### config.mk
export PLATFORM = sky130hd
export DESIGN_NAME = hysteretic_ramped_brake_current_control_core
export DESIGN_NICKNAME = d
export VERILOG_FILES = /design/src/rtl/core/hrbc_pkg.sv /design/src/rtl/core/hrbc_cfg.sv /design/src/rtl/core/hrbc_calc.sv /design/src/rtl/core/hysteretic_ramped_brake_current_control_core.sv
export SDC_FILE = /design/constraint.sdc
export NUM_CORES = 2
export LEC_CHECK = 0
export BUFFER_PORTS_ARGS = -buffer_cell sky130_fd_sc_hd__buf_4
export CAP_MARGIN = 20
export CORE_ASPECT_RATIO = 1.2
export CORE_MARGIN = 1
export CORE_UTILIZATION = 50
export CTS_CLUSTER_SIZE = 8
export DETAILED_ROUTE_END_ITERATION = 16
export PLACE_DENSITY = 0.66
export REMOVE_ABC_BUFFERS = 1
export SETUP_SLACK_MARGIN = 0.5
export SYNTH_ARGS = -nofsm -noshare
export SYNTH_HDL_FRONTEND = slang
export SYNTH_SLANG_ARGS = --single-unit
### constraint.sdc
create_clock -name clk_i -period 30.7 [get_ports clk_i]
set_input_delay 6.14 -clock clk_i [delete_from_list [all_inputs] [get_ports clk_i]]
set_output_delay 6.14 -clock clk_i [all_outputs]
set_load 0.01 [all_outputs]
### src/rtl/core/hrbc_pkg.sv
// Shared types and constants for the brake current control core.
package hrbc_pkg;

  localparam int unsigned SpeedW = 16;
  localparam int unsigned TimeW  = 32;
  localparam int unsigned ErpmW  = 19;
  localparam int unsigned CurW   = 16;
  localparam int unsigned CfgW   = 16;
  localparam int unsigned RampW  = 10;
  localparam int unsigned ErrW   = 15;
  localparam int unsigned DtW    = 7;

  localparam logic [TimeW-1:0]         OdomTimeoutMs = 32'd200;
  localparam logic signed [17:0]       ErpmGainQ8    = 18'sd1181;
  localparam logic signed [17:0]       ErpmOffset    = 18'sd0;
  localparam logic [DtW-1:0]           FirstDtMs     = 7'd20;
  localparam logic [DtW-1:0]           DtMinMs       = 7'd1;
  localparam logic [DtW-1:0]           DtMaxMs       = 7'd100;
  localparam logic [CurW-1:0]          HardLimitMa   = 16'd50000;
  localparam logic signed [ErpmW-1:0]  ErpmMax       = 19'sd262143;
  localparam logic signed [ErpmW-1:0]  ErpmMin       = -19'sd262144;

  typedef enum logic [2:0] {
    CFG_BRAKE_ENABLE   = 3'd0,
    CFG_CURRENT_MAX    = 3'd1,
    CFG_CURRENT_START  = 3'd2,
    CFG_CURRENT_GAIN   = 3'd3,
    CFG_RAMP           = 3'd4,
    CFG_ENGAGE_ERROR   = 3'd5,
    CFG_RELEASE_ERROR  = 3'd6,
    CFG_RELEASE_SPEED  = 3'd7
  } cfg_idx_e;

  typedef enum logic {
    KIND_ODOM    = 1'b0,
    KIND_COMMAND = 1'b1
  } kind_e;

  typedef struct packed {
    logic             brake_enable;
    logic [CurW-1:0]  current_max_ma;
    logic [CurW-1:0]  current_start_ma;
    logic [CfgW-1:0]  current_gain_q8;
    logic [RampW-1:0] ramp_ma_per_ms;
    logic [ErrW-1:0]  engage_error_mm_s;
    logic [ErrW-1:0]  release_error_mm_s;
    logic [ErrW-1:0]  release_speed_mm_s;
  } cfg_t;

  typedef struct packed {
    logic [SpeedW-1:0] measured_speed;
    logic              odom_seen;
    logic [TimeW-1:0]  last_odom_ms;
    logic              command_seen;
    logic [TimeW-1:0]  last_command_ms;
    logic              braking_now;
    logic [CurW-1:0]   present_current;
  } state_t;

  typedef struct packed {
    logic             brake_mode;
    logic [ErpmW-1:0] erpm_command;
    logic [CurW-1:0]  brake_current_ma;
  } result_t;

endpackage

### src/rtl/core/hrbc_cfg.sv
// Configuration register file of the brake current control core.
module hrbc_cfg
  import hrbc_pkg::*;
(
  input  logic            clk_i,
  input  logic            rst_ni,
  input  logic            cfg_we_i,
  input  logic [2:0]      cfg_idx_i,
  input  logic [CfgW-1:0] cfg_data_i,
  output cfg_t            cfg_o
);

  cfg_t cfg_q;

  always_ff @(posedge clk_i or negedge rst_ni) begin
    if (!rst_ni) begin
      cfg_q.brake_enable       <= 1'b1;
      cfg_q.current_max_ma     <= 16'd10000;
      cfg_q.current_start_ma   <= 16'd5000;
      cfg_q.current_gain_q8    <= 16'd2560;
      cfg_q.ramp_ma_per_ms     <= 10'd100;
      cfg_q.engage_error_mm_s  <= 15'd150;
      cfg_q.release_error_mm_s <= 15'd50;
      cfg_q.release_speed_mm_s <= 15'd150;
    end else if (cfg_we_i) begin
      unique case (cfg_idx_e'(cfg_idx_i))
        CFG_BRAKE_ENABLE:  cfg_q.brake_enable       <= cfg_data_i[0];
        CFG_CURRENT_MAX:   cfg_q.current_max_ma     <= cfg_data_i;
        CFG_CURRENT_START: cfg_q.current_start_ma   <= cfg_data_i;
        CFG_CURRENT_GAIN:  cfg_q.current_gain_q8    <= cfg_data_i;
        CFG_RAMP:          cfg_q.ramp_ma_per_ms     <= cfg_data_i[RampW-1:0];
        CFG_ENGAGE_ERROR:  cfg_q.engage_error_mm_s  <= cfg_data_i[ErrW-1:0];
        CFG_RELEASE_ERROR: cfg_q.release_error_mm_s <= cfg_data_i[ErrW-1:0];
        CFG_RELEASE_SPEED: cfg_q.release_speed_mm_s <= cfg_data_i[ErrW-1:0];
      endcase
    end
  end

  assign cfg_o = cfg_q;

endmodule

### src/rtl/core/hrbc_calc.sv
// Single-pass decision, brake current ramp and erpm conversion for one item.
module hrbc_calc
  import hrbc_pkg::*;
(
  input  logic              kind_i,
  input  logic [SpeedW-1:0] speed_mm_s_i,
  input  logic [TimeW-1:0]  time_ms_i,
  input  cfg_t              cfg_i,
  input  state_t            st_i,
  output logic              has_result_o,
  output result_t           res_o,
  output state_t            st_o
);

  logic signed [17:0] ms;
  logic signed [17:0] sp;
  logic signed [17:0] act_abs;
  logic signed [17:0] tgt_abs;
  logic signed [17:0] err;
  logic               above_release;
  logic               opposite;
  logic               dir_change;
  logic               fresh;
  logic               want;
  logic [TimeW-1:0]   odom_age;
  logic [TimeW-1:0]   cmd_gap;
  logic [DtW-1:0]     dt;
  logic [CurW-1:0]    ceil_ma;
  logic [CurW-1:0]    start_ma;
  logic [16:0]        cerr;
  logic [32:0]        gprod;
  logic [25:0]        target_raw;
  logic [CurW-1:0]    target;
  logic [16:0]        step;
  logic [17:0]        up_sum;
  logic [17:0]        dn_lim;
  logic [CurW-1:0]    new_cur;
  logic signed [33:0] eprod;
  logic signed [35:0] erpm_full;

  always_comb begin
    ms       = 18'($signed(st_i.measured_speed));
    sp       = 18'($signed(speed_mm_s_i));
    act_abs  = (ms < 0) ? -ms : ms;
    tgt_abs  = (sp < 0) ? -sp : sp;
    err      = act_abs - tgt_abs;
    above_release = act_abs > $signed({3'b000, cfg_i.release_speed_mm_s});
    opposite = (ms > 0 && sp < 0) || (ms < 0 && sp > 0);
    dir_change = above_release && opposite;
    odom_age = time_ms_i - st_i.last_odom_ms;
    fresh    = st_i.odom_seen && (odom_age <= OdomTimeoutMs);
    want = cfg_i.brake_enable && fresh && above_release &&
           (dir_change || err > $signed({3'b000, cfg_i.engage_error_mm_s}) ||
            (st_i.braking_now && err > $signed({3'b000, cfg_i.release_error_mm_s})));

    cmd_gap = time_ms_i - st_i.last_command_ms;
    if (!st_i.command_seen) begin
      dt = FirstDtMs;
    end else if (cmd_gap < TimeW'(DtMinMs)) begin
      dt = DtMinMs;
    end else if (cmd_gap > TimeW'(DtMaxMs)) begin
      dt = DtMaxMs;
    end else begin
      dt = cmd_gap[DtW-1:0];
    end

    ceil_ma  = (cfg_i.current_max_ma > HardLimitMa) ? HardLimitMa : cfg_i.current_max_ma;
    start_ma = (cfg_i.current_start_ma > ceil_ma) ? ceil_ma : cfg_i.current_start_ma;
    if (dir_change) begin
      cerr = act_abs[16:0];
    end else if (err > 0) begin
      cerr = err[16:0];
    end else begin
      cerr = '0;
    end
    gprod      = 33'(cfg_i.current_gain_q8) * 33'(cerr);
    target_raw = 26'(start_ma) + 26'(gprod[32:8]);
    target     = (target_raw > 26'(ceil_ma)) ? ceil_ma : target_raw[CurW-1:0];

    step   = 17'(cfg_i.ramp_ma_per_ms) * 17'(dt);
    up_sum = 18'(st_i.present_current) + 18'(step);
    dn_lim = 18'(target) + 18'(step);
    if (target > st_i.present_current) begin
      new_cur = (up_sum < 18'(target)) ? up_sum[CurW-1:0] : target;
    end else begin
      new_cur = (18'(st_i.present_current) > dn_lim) ?
                CurW'(18'(st_i.present_current) - 18'(step)) : target;
    end

    eprod     = 34'(ErpmGainQ8) * 34'(sp);
    erpm_full = ((36'(eprod) + 36'sd128) >>> 8) + 36'(ErpmOffset);

    st_o         = st_i;
    res_o        = '0;
    has_result_o = 1'b0;
    if (kind_i == KIND_ODOM) begin
      st_o.measured_speed = speed_mm_s_i;
      st_o.odom_seen      = 1'b1;
      st_o.last_odom_ms   = time_ms_i;
    end else begin
      has_result_o         = 1'b1;
      st_o.command_seen    = 1'b1;
      st_o.last_command_ms = time_ms_i;
      if (want) begin
        st_o.braking_now       = 1'b1;
        st_o.present_current   = new_cur;
        res_o.brake_mode       = 1'b1;
        res_o.brake_current_ma = new_cur;
      end else begin
        st_o.braking_now     = 1'b0;
        st_o.present_current = '0;
        if (erpm_full > 36'(ErpmMax)) begin
          res_o.erpm_command = ErpmMax;
        end else if (erpm_full < 36'(ErpmMin)) begin
          res_o.erpm_command = ErpmMin;
        end else begin
          res_o.erpm_command = erpm_full[ErpmW-1:0];
        end
      end
    end
  end

endmodule

### src/rtl/core/hysteretic_ramped_brake_current_control_core.sv
// Top level of the hysteretic ramped brake current control core.
// Takes one item per cycle while the output does not stall: each transfer is registered in
// the input register and processed against the controller state, and a drive command's
// result is then registered in the result register; odometry samples yield none. The state
// update (braking flag, present current, timestamps) is computed combinationally from the
// input register and registered as the item advances. Output stalls back up into the input
// only when both the input register and the result register are full.
module hysteretic_ramped_brake_current_control_core
  import hrbc_pkg::*;
(
  input  logic              clk_i,
  input  logic              rst_ni,
  input  logic              cfg_we_i,
  input  logic [2:0]        cfg_idx_i,
  input  logic [CfgW-1:0]   cfg_data_i,
  input  logic              in_valid_i,
  output logic              in_stall_o,
  input  logic              in_kind_i,
  input  logic [SpeedW-1:0] in_speed_mm_s_i,
  input  logic [TimeW-1:0]  in_time_ms_i,
  output logic              out_valid_o,
  input  logic              out_stall_i,
  output logic              out_brake_mode_o,
  output logic [ErpmW-1:0]  out_erpm_command_o,
  output logic [CurW-1:0]   out_brake_current_ma_o
);

  cfg_t              cfg;
  state_t            st_q;
  state_t            st_d;
  result_t           res_d;
  result_t           res_q;
  logic              has_result;
  logic              s1_valid_q;
  logic              s1_kind_q;
  logic [SpeedW-1:0] s1_speed_q;
  logic [TimeW-1:0]  s1_time_q;
  logic              out_valid_q;
  logic              s1_adv;
  logic              in_xfer;
  logic              out_xfer;

  hrbc_cfg u_cfg (
    .clk_i      (clk_i),
    .rst_ni     (rst_ni),
    .cfg_we_i   (cfg_we_i),
    .cfg_idx_i  (cfg_idx_i),
    .cfg_data_i (cfg_data_i),
    .cfg_o      (cfg)
  );

  hrbc_calc u_calc (
    .kind_i       (s1_kind_q),
    .speed_mm_s_i (s1_speed_q),
    .time_ms_i    (s1_time_q),
    .cfg_i        (cfg),
    .st_i         (st_q),
    .has_result_o (has_result),
    .res_o        (res_d),
    .st_o         (st_d)
  );

  assign out_xfer   = out_valid_q && !out_stall_i;
  assign s1_adv     = s1_valid_q && (!out_valid_q || !out_stall_i);
  assign in_stall_o = s1_valid_q && !s1_adv;
  assign in_xfer    = in_valid_i && !in_stall_o;

  always_ff @(posedge clk_i or negedge rst_ni) begin
    if (!rst_ni) begin
      s1_valid_q <= 1'b0;
    end else if (in_xfer) begin
      s1_valid_q <= 1'b1;
    end else if (s1_adv) begin
      s1_valid_q <= 1'b0;
    end
  end

  always_ff @(posedge clk_i) begin
    if (in_xfer) begin
      s1_kind_q  <= in_kind_i;
      s1_speed_q <= in_speed_mm_s_i;
      s1_time_q  <= in_time_ms_i;
    end
  end

  always_ff @(posedge clk_i or negedge rst_ni) begin
    if (!rst_ni) begin
      st_q <= '0;
    end else if (s1_adv) begin
      st_q <= st_d;
    end
  end

  always_ff @(posedge clk_i or negedge rst_ni) begin
    if (!rst_ni) begin
      out_valid_q <= 1'b0;
    end else if (s1_adv && has_result) begin
      out_valid_q <= 1'b1;
    end else if (out_xfer) begin
      out_valid_q <= 1'b0;
    end
  end

  always_ff @(posedge clk_i) begin
    if (s1_adv && has_result) begin
      res_q <= res_d;
    end
  end

  assign out_valid_o            = out_valid_q;
  assign out_brake_mode_o       = res_q.brake_mode;
  assign out_erpm_command_o     = res_q.erpm_command;
  assign out_brake_current_ma_o = res_q.brake_current_ma;

`ifndef SYNTHESIS
  a_stall_needs_item: assert property (@(posedge clk_i) disable iff (!rst_ni)
    in_stall_o |-> (s1_valid_q && out_valid_q))
    else $error("input stalled without a blocked item");
  a_brake_no_erpm: assert property (@(posedge clk_i) disable iff (!rst_ni)
    (out_valid_o && out_brake_mode_o) |-> (out_erpm_command_o == '0))
    else $error("erpm nonzero in brake mode");
  a_speed_no_current: assert property (@(posedge clk_i) disable iff (!rst_ni)
    (out_valid_o && !out_brake_mode_o) |-> (out_brake_current_ma_o == '0))
    else $error("current nonzero in speed mode");
  a_current_limit: assert property (@(posedge clk_i) disable iff (!rst_ni)
    out_valid_o |-> (out_brake_current_ma_o <= HardLimitMa))
    else $error("brake current above hard limit");
  a_idle_current_zero: assert property (@(posedge clk_i) disable iff (!rst_ni)
    !st_q.braking_now |-> (st_q.present_current == '0))
    else $error("present current held while not braking");
`endif

endmodule
* Word-level counts from Yosys, hierarchy flattened
Cells that the tools add are included.
** Operators by class
- Eq/ne operators :: 7
- Bitwise gates (word level) :: 1
- Order comparisons :: 19
- Reduce and logical (&&, ||, !) cells :: 37
- Mux-type cells :: 22
- Multipliers :: 3
- Add/subtract/negate cells :: 10
** Operators by type and width (count)
- two-way mux 16 bit :: 6
- subtractor 32 bit :: 2
- greater-than comparator 18 x 16 -> 1 bit :: 3
- two-way mux 18 bit :: 3
- two-way mux 17 bit :: 3
- adder 16 x 17 -> 18 bit :: 2
- negator 16 -> 18 bit :: 2
- multiplier 16 x 17 -> 33 bit :: 1
- greater-than comparator 16 x 1 -> 1 bit, second input constant :: 2
- greater-than comparator 16 bit :: 2
- greater-than comparator 32 x 7 -> 1 bit, second input constant :: 1
- less-or-equal comparator 32 x 8 -> 1 bit, second input constant :: 1
- < comparator 16 x 1 -> 1 bit, second input constant :: 2
- < comparator 32 x 1 -> 1 bit, second input constant :: 1
- adder 28 x 9 -> 29 bit, second input constant :: 1
- multiplier 12 x 16 -> 28 bit, first input constant :: 1
- adder 16 x 25 -> 26 bit :: 1
- greater-than comparator 26 x 16 -> 1 bit :: 1
- AND reduction 2 bit :: 11
- greater-than comparator 21 x 19 -> 1 bit, second input constant :: 1
- < comparator 21 x 19 -> 1 bit, second input constant :: 1
- two-way mux 7 bit :: 3
- two-way mux 19 bit :: 1
- greater-than comparator 16 x 18 -> 1 bit :: 1
- 18 further kinds :: 46
** Storage, ports and cells
- Logic and storage cells :: 123
- Flip-flop bits (word level) :: 290
- Bits of input ports :: 73
- Output and inout bits :: 38

* Logic depth before layout (Yosys ltp)
- Word-level depth :: 15
- Gate-level depth with buffers :: 91
- Gate-level depth less buffers :: 88

* Cells and area by module
A second synthesis with hierarchy kept.
** Second synthesis, totals
- Cell total of the unflattened synthesis :: 4180
- Area total of the unflattened synthesis :: 38568.2 sq um
** By module, submodules not included
- hrbc_calc :: seq. area each 0.0 sq um, instances 1, cells an instance 3646, area each 28053.2 sq um
- hysteretic_ramped_brake_current_control_core :: seq. area each 5079.9 sq um, instances 1, cells an instance 305, area each 6378.6 sq um
- hrbc_cfg :: seq. area each 2636.3 sq um, instances 1, cells an instance 229, area each 4136.5 sq um

* Least setup slack after synthesis
Ideal clock, no wire load.
- Path kind :: reg-to-reg
- Start point :: register s1_speed_q[15]
- End point :: register res_q, in the netlist out_brake_current_ma_o[3], data pin
- Cell stages (with the launch flop) :: 90
- Data required time :: 30.445 ns
- Setup slack :: 13.135 ns
- Clock period less this slack :: 17.565 ns
- Library setup time :: 0.255 ns
- Path buffers :: 4
- Arrival :: 17.310 ns
- Cells stage by stage :: edfxtp_1 > clkbuf_1 > inv_1 > buf_1 > nor2_1 > xnor2_1 > ha_1 > a21o_1 > a21oi_1 > maj3_1 > o221ai_1 > a21oi_1 > o31ai_1 > a221o_1 > a41o_1 > a21oi_1 > xor2_1 > nand2_1 > [... 54 more ...] > o21ai_0 > a21oi_1 > o21ai_0 > a21oi_1 > o21ai_0 > a21oi_1 > xor2_1 > ha_1 > nand4_1 > a21oi_1 > o31a_1 > o21ai_0 > a2111oi_0 > o41a_1 > and2_0 > clkbuf_1 > a32oi_1 > and3_1
** On the way
- Cells in the longest elaborated chain, start to end :: 14
- Elaborated cells on any way between the ends :: 30
- Classes of those cells :: add/sub (4); mul (1); order compare (9); mux (7); reduce/logical (9)
** Ends and longest elaborated chain
- start: declaration :: line hysteretic_ramped_brake_current_control_core.sv:36 : logic [SpeedW-1:0] s1_speed_q;
- start signal: assignment :: line hysteretic_ramped_brake_current_control_core.sv:81 : s1_speed_q <= in_speed_mm_s_i;
- negator 16 -> 18 bit / < comparator 16 x 1 -> 1 bit (equally long branches) :: line hrbc_calc.sv:45, hrbc_calc.sv:48
- two-way mux 18 bit :: line hrbc_calc.sv:45 : tgt_abs = (sp < 0) ? -sp : sp;
- subtractor 18 bit :: line hrbc_calc.sv:46 : err = act_abs - tgt_abs;
- greater-than comparator 18 x 1 -> 1 bit :: line hrbc_calc.sv:71 : end else if (err > 0) begin
- two-way mux 17 bit :: line hrbc_calc.sv:71
- two-way mux 17 bit :: line hrbc_calc.sv:69 : if (dir_change) begin
- multiplier 16 x 17 -> 33 bit :: line hrbc_calc.sv:76 : gprod = 33'(cfg_i.current_gain_q8) * 33'(cerr);
- adder 16 x 25 -> 26 bit :: line hrbc_calc.sv:77 : target_raw = 26'(start_ma) + 26'(gprod[32:8]);
- greater-than comparator 26 x 16 -> 1 bit :: line hrbc_calc.sv:78 : target = (target_raw > 26'(ceil_ma)) ? ceil_ma : target_raw[CurW-1:0];
- two-way mux 16 bit :: line hrbc_calc.sv:78
- adder 16 x 17 -> 18 bit :: line hrbc_calc.sv:82 : dn_lim = 18'(target) + 18'(step);
- greater-than comparator 16 x 18 -> 1 bit :: line hrbc_calc.sv:86 : new_cur = (18'(st_i.present_current) > dn_lim) ?
- two-way mux 16 bit :: line hrbc_calc.sv:86
- two-way mux 16 bit :: line hrbc_calc.sv:83 : if (target > st_i.present_current) begin
- end signal: assignment :: line hysteretic_ramped_brake_current_control_core.sv:106 : res_q <= res_d;
- end: declaration :: line hysteretic_ramped_brake_current_control_core.sv:32 : result_t res_q;
Parallel ways exist; a longest one is shown, timed or not.
A chain may end at the register's enable or synchronous reset.

* Worst setup path after layout
- Start point :: register st_q[98] in the netlist's numbering
- End point :: register res_q, in the netlist out_brake_current_ma_o[8], data pin
** On the way
- Cells in the longest elaborated chain, start to end :: 14
- Elaborated cells on any way between the ends :: 32
- Classes of those cells :: add/sub (4); mul (1); order compare (10); mux (7); reduce/logical (10)
** Ends and longest elaborated chain
- start: declaration :: line hysteretic_ramped_brake_current_control_core.sv:29 : state_t st_q;
- start signal: assignment :: line hysteretic_ramped_brake_current_control_core.sv:90 : st_q <= st_d;
- negator 16 -> 18 bit / < comparator 16 x 1 -> 1 bit (equally long branches) :: line hrbc_calc.sv:44, hrbc_calc.sv:48
- two-way mux 18 bit :: line hrbc_calc.sv:44 : act_abs = (ms < 0) ? -ms : ms;
- subtractor 18 bit :: line hrbc_calc.sv:46
- greater-than comparator 18 x 1 -> 1 bit :: line hrbc_calc.sv:71
- two-way mux 17 bit :: line hrbc_calc.sv:71
- two-way mux 17 bit :: line hrbc_calc.sv:69
- multiplier 16 x 17 -> 33 bit :: line hrbc_calc.sv:76
- adder 16 x 25 -> 26 bit :: line hrbc_calc.sv:77
- greater-than comparator 26 x 16 -> 1 bit :: line hrbc_calc.sv:78
- two-way mux 16 bit :: line hrbc_calc.sv:78
- adder 16 x 17 -> 18 bit :: line hrbc_calc.sv:82
- greater-than comparator 16 x 18 -> 1 bit :: line hrbc_calc.sv:86
- two-way mux 16 bit :: line hrbc_calc.sv:86
- two-way mux 16 bit :: line hrbc_calc.sv:83
Parallel ways exist; a longest one is shown, timed or not.

==> run metrics <==
layout cells sized above 1=10.15%; Peak Freq=0.04899 GHz; post_cts resized=0; Final Hold Vio Count=0; Seq/Total Area, Yosys=20.76%; ranking of synthesized cells by area=ha_1 17%, fa_1 16%, dfrtp_1 12%; first-pass GRT wire length=165,800 um; Global Route Usage Sum=28.06%; vias post-DR=29,433; Final Skew=0.03195 ns; initial antenna violation count=8; clk buf depth=3; setup_tns=0 ns; Hold EP=st_q[82]$_DFFE_PN0P_; clock period minus worst slack=20.41 ns; Layout Utilization=54.90%; Die ar.=75,440 sq um; hold path cells=1; Clock Tree Root=clkbuf_16; DRC=0; FP Rows=109; clk sinks=290; Netlist cell types=111; Routed Antenna Nets=0; synth warn=0; reg-to-reg startpoint=st_q[98]$_DFFE_PN0P_; Synth Instances=4,090; vias in the first global route=29,897; WP data required=31.13 ns; cts bufs inserted=44; Max Fanout on Critical Path=23; CP bufs+invs=11; asr flop ratio synth=70.69%; Slew Viols, Final=0; aggregate global routing overflow=0; Port Buf Inserts=110; die span in x=250.9 um; Vias/cell=5.723; CORE AREA=73,650 sq um; Hold WC Path Type=reg -> reg; max_cap viols=0; Worst Setup SP=st_q[98]$_DFFE_PN0P_; status=finished clean; Hold-fix buffers, CTS=0; # setup viols final=0; initial core utilization=50.47%; CP dominant cell by count=a21oi_1; CTS HTree Levels=2; final worst-path cycle share=66.49%; Mapped Avg Cell Area=9.088 sq um; Slew Limit Headroom=25.79%; routed wire length per instance=20.01 um; fin nets=5,058; FF-to-FF setup slack=10.29 ns; kind of critical path=reg -> reg; CP startpoint kind=flop; CP max-delay cell=dfrtp_1; crit-path max cell delay=0.77 ns; reg2reg path depth=88; r2r endpoint=out_brake_current_ma_o[8]$_SDFFCE_PN0P_; min-delay src=st_q[82]$_DFFE_PN0P_; Synth top cells by count=638 x inv_1, 517 x ha_1, 359 x nand2_1; Main synth FF type=dfrtp_1; CTS tree=built; CP top delay family=compound AO/OA/AOI/OAI gates; number of enable flip-flop cells after synthesis=85; Pre-antenna DRT Iters=8; CP endpoint kind=flop; leading area contributor after synthesis=ha_1; Worst-Skew Late Latency=0.60 ns; post-CTS setup buffers=0; most common cell in the synthesized netlist=inv_1; initial DRC count=1,813; Mapped Area=37,170 sq um; Post-DP HPWL=81,050 um; gpl congestion=0.9872; largest net degree at the start of global routing=82; die height=300.7 um; Top Ports=111; clk slew on worst S/H paths=0.05 ns; routed wire length=102,900 um; Worst EP arrival=20.85 ns; synth-to-layout area growth=8.783%; post-synth top area share=17.40%; RSZ-0062 raised after global routing=false; Slew @ Worst Pin=1.109 ns; #FFs+latches synth=290
-- worst max-delay path by stage --
stage | end | slack [ns] | cells after the start
after global routing | out_brake_current_ma_o[6]$_SDFFCE_PN0P_ | 8.68 | 88
final | out_brake_current_ma_o[8]$_SDFFCE_PN0P_ | 10.29 | 88
after detailed placement | out_brake_current_ma_o[6]$_SDFFCE_PN0P_ | 10.63 | 88
after CTS | out_brake_current_ma_o[6]$_SDFFCE_PN0P_ | 10.57 | 88
after global placement | out_brake_current_ma_o[8]$_SDFFCE_PN0P_ | 11.10 | 88
after floorplan | st_q[0]$_DFFE_PN0P_ | 12.75 | 86
-- cells by family (layout without fill, tap and decap cells) --
kind of cell	after synthesis	count (layout)	synth area share, %
adders and majority gates	824	824	33.86
xor gates and xnor gates	173	173	4.151
buffers and inverters	766	872	7.773
AOI/OAI and AO/OA	820	820	14.55
DFF	290	290	20.76
and+or+nand+nor	1076	1076	14.70
muxes	140	140	4.191
other	1	5	0.01009
-- metal layers --
metal	up-vias	GRT usage, %	wire length (um)
met5	-	0	0
met4	0	10.96	4229
met3	181	3.259	5336
met2	781	47.40	48750
met1	14383	36.81	44570
li1	14088	-	-
-- state kept, by name (all words and copies together) (netlist names) --
register / flops
st_q: 99
s1_speed_q: 16
out_brake_mode_o: 1
s1_valid_q: 1
out_valid_o: 1
out_brake_current_ma_o: 16
out_erpm_command_o: 19
s1_time_q: 32
u_cfg.cfg_o: 104
s1_kind_q: 1
-- through the flow --
step                      instances  setup WS (ns)  hold slack [ns]  area (sq um)
after floorplan                3963          12.75           0.4394         36680
after global placement         5060          11.10           0.4542         39100
after detailed placement       5060          10.63           0.4581         39100
after CTS                      5138          10.57           0.4708         40410
after global routing           5143          8.680           0.4762         40430
final                          5143          10.29           0.4695         40430
-- final cells by class --
type / count / area [sq um]
Antenna cell: 4 / 10.01
Sequential cell: 290 / 7716
Tap cell: 943 / 1180
Clock inverter: 5 / 75.07
Timing Repair Buffer: 155 / 1179
Clock buffer: 73 / 1230
Multi-Input combinational cell: 3034 / 26640
Inverter: 639 / 2401
Fill cell: 6867 / 33210
-- layout by cell type (no fill, tap or decap), types with 50 or more instances in the layout --
cell type	instances
a21o_1	65
a21oi_1	182
and2_1	146
buf_4	153
dfrtp_1	178
edfxtp_1	85
fa_1	304
ha_1	517
inv_1	637
mux2_2	122
nand2_1	359
nand3_1	82
nor2_1	159
nor2b_1	50
nor3_1	62
o21ai_0	211
xnor2_1	118
xor2_1	53
Power is left out: the tool's default activity adds up to more than one toggle a clock period on the data nets, which glitch-free logic cannot reach.
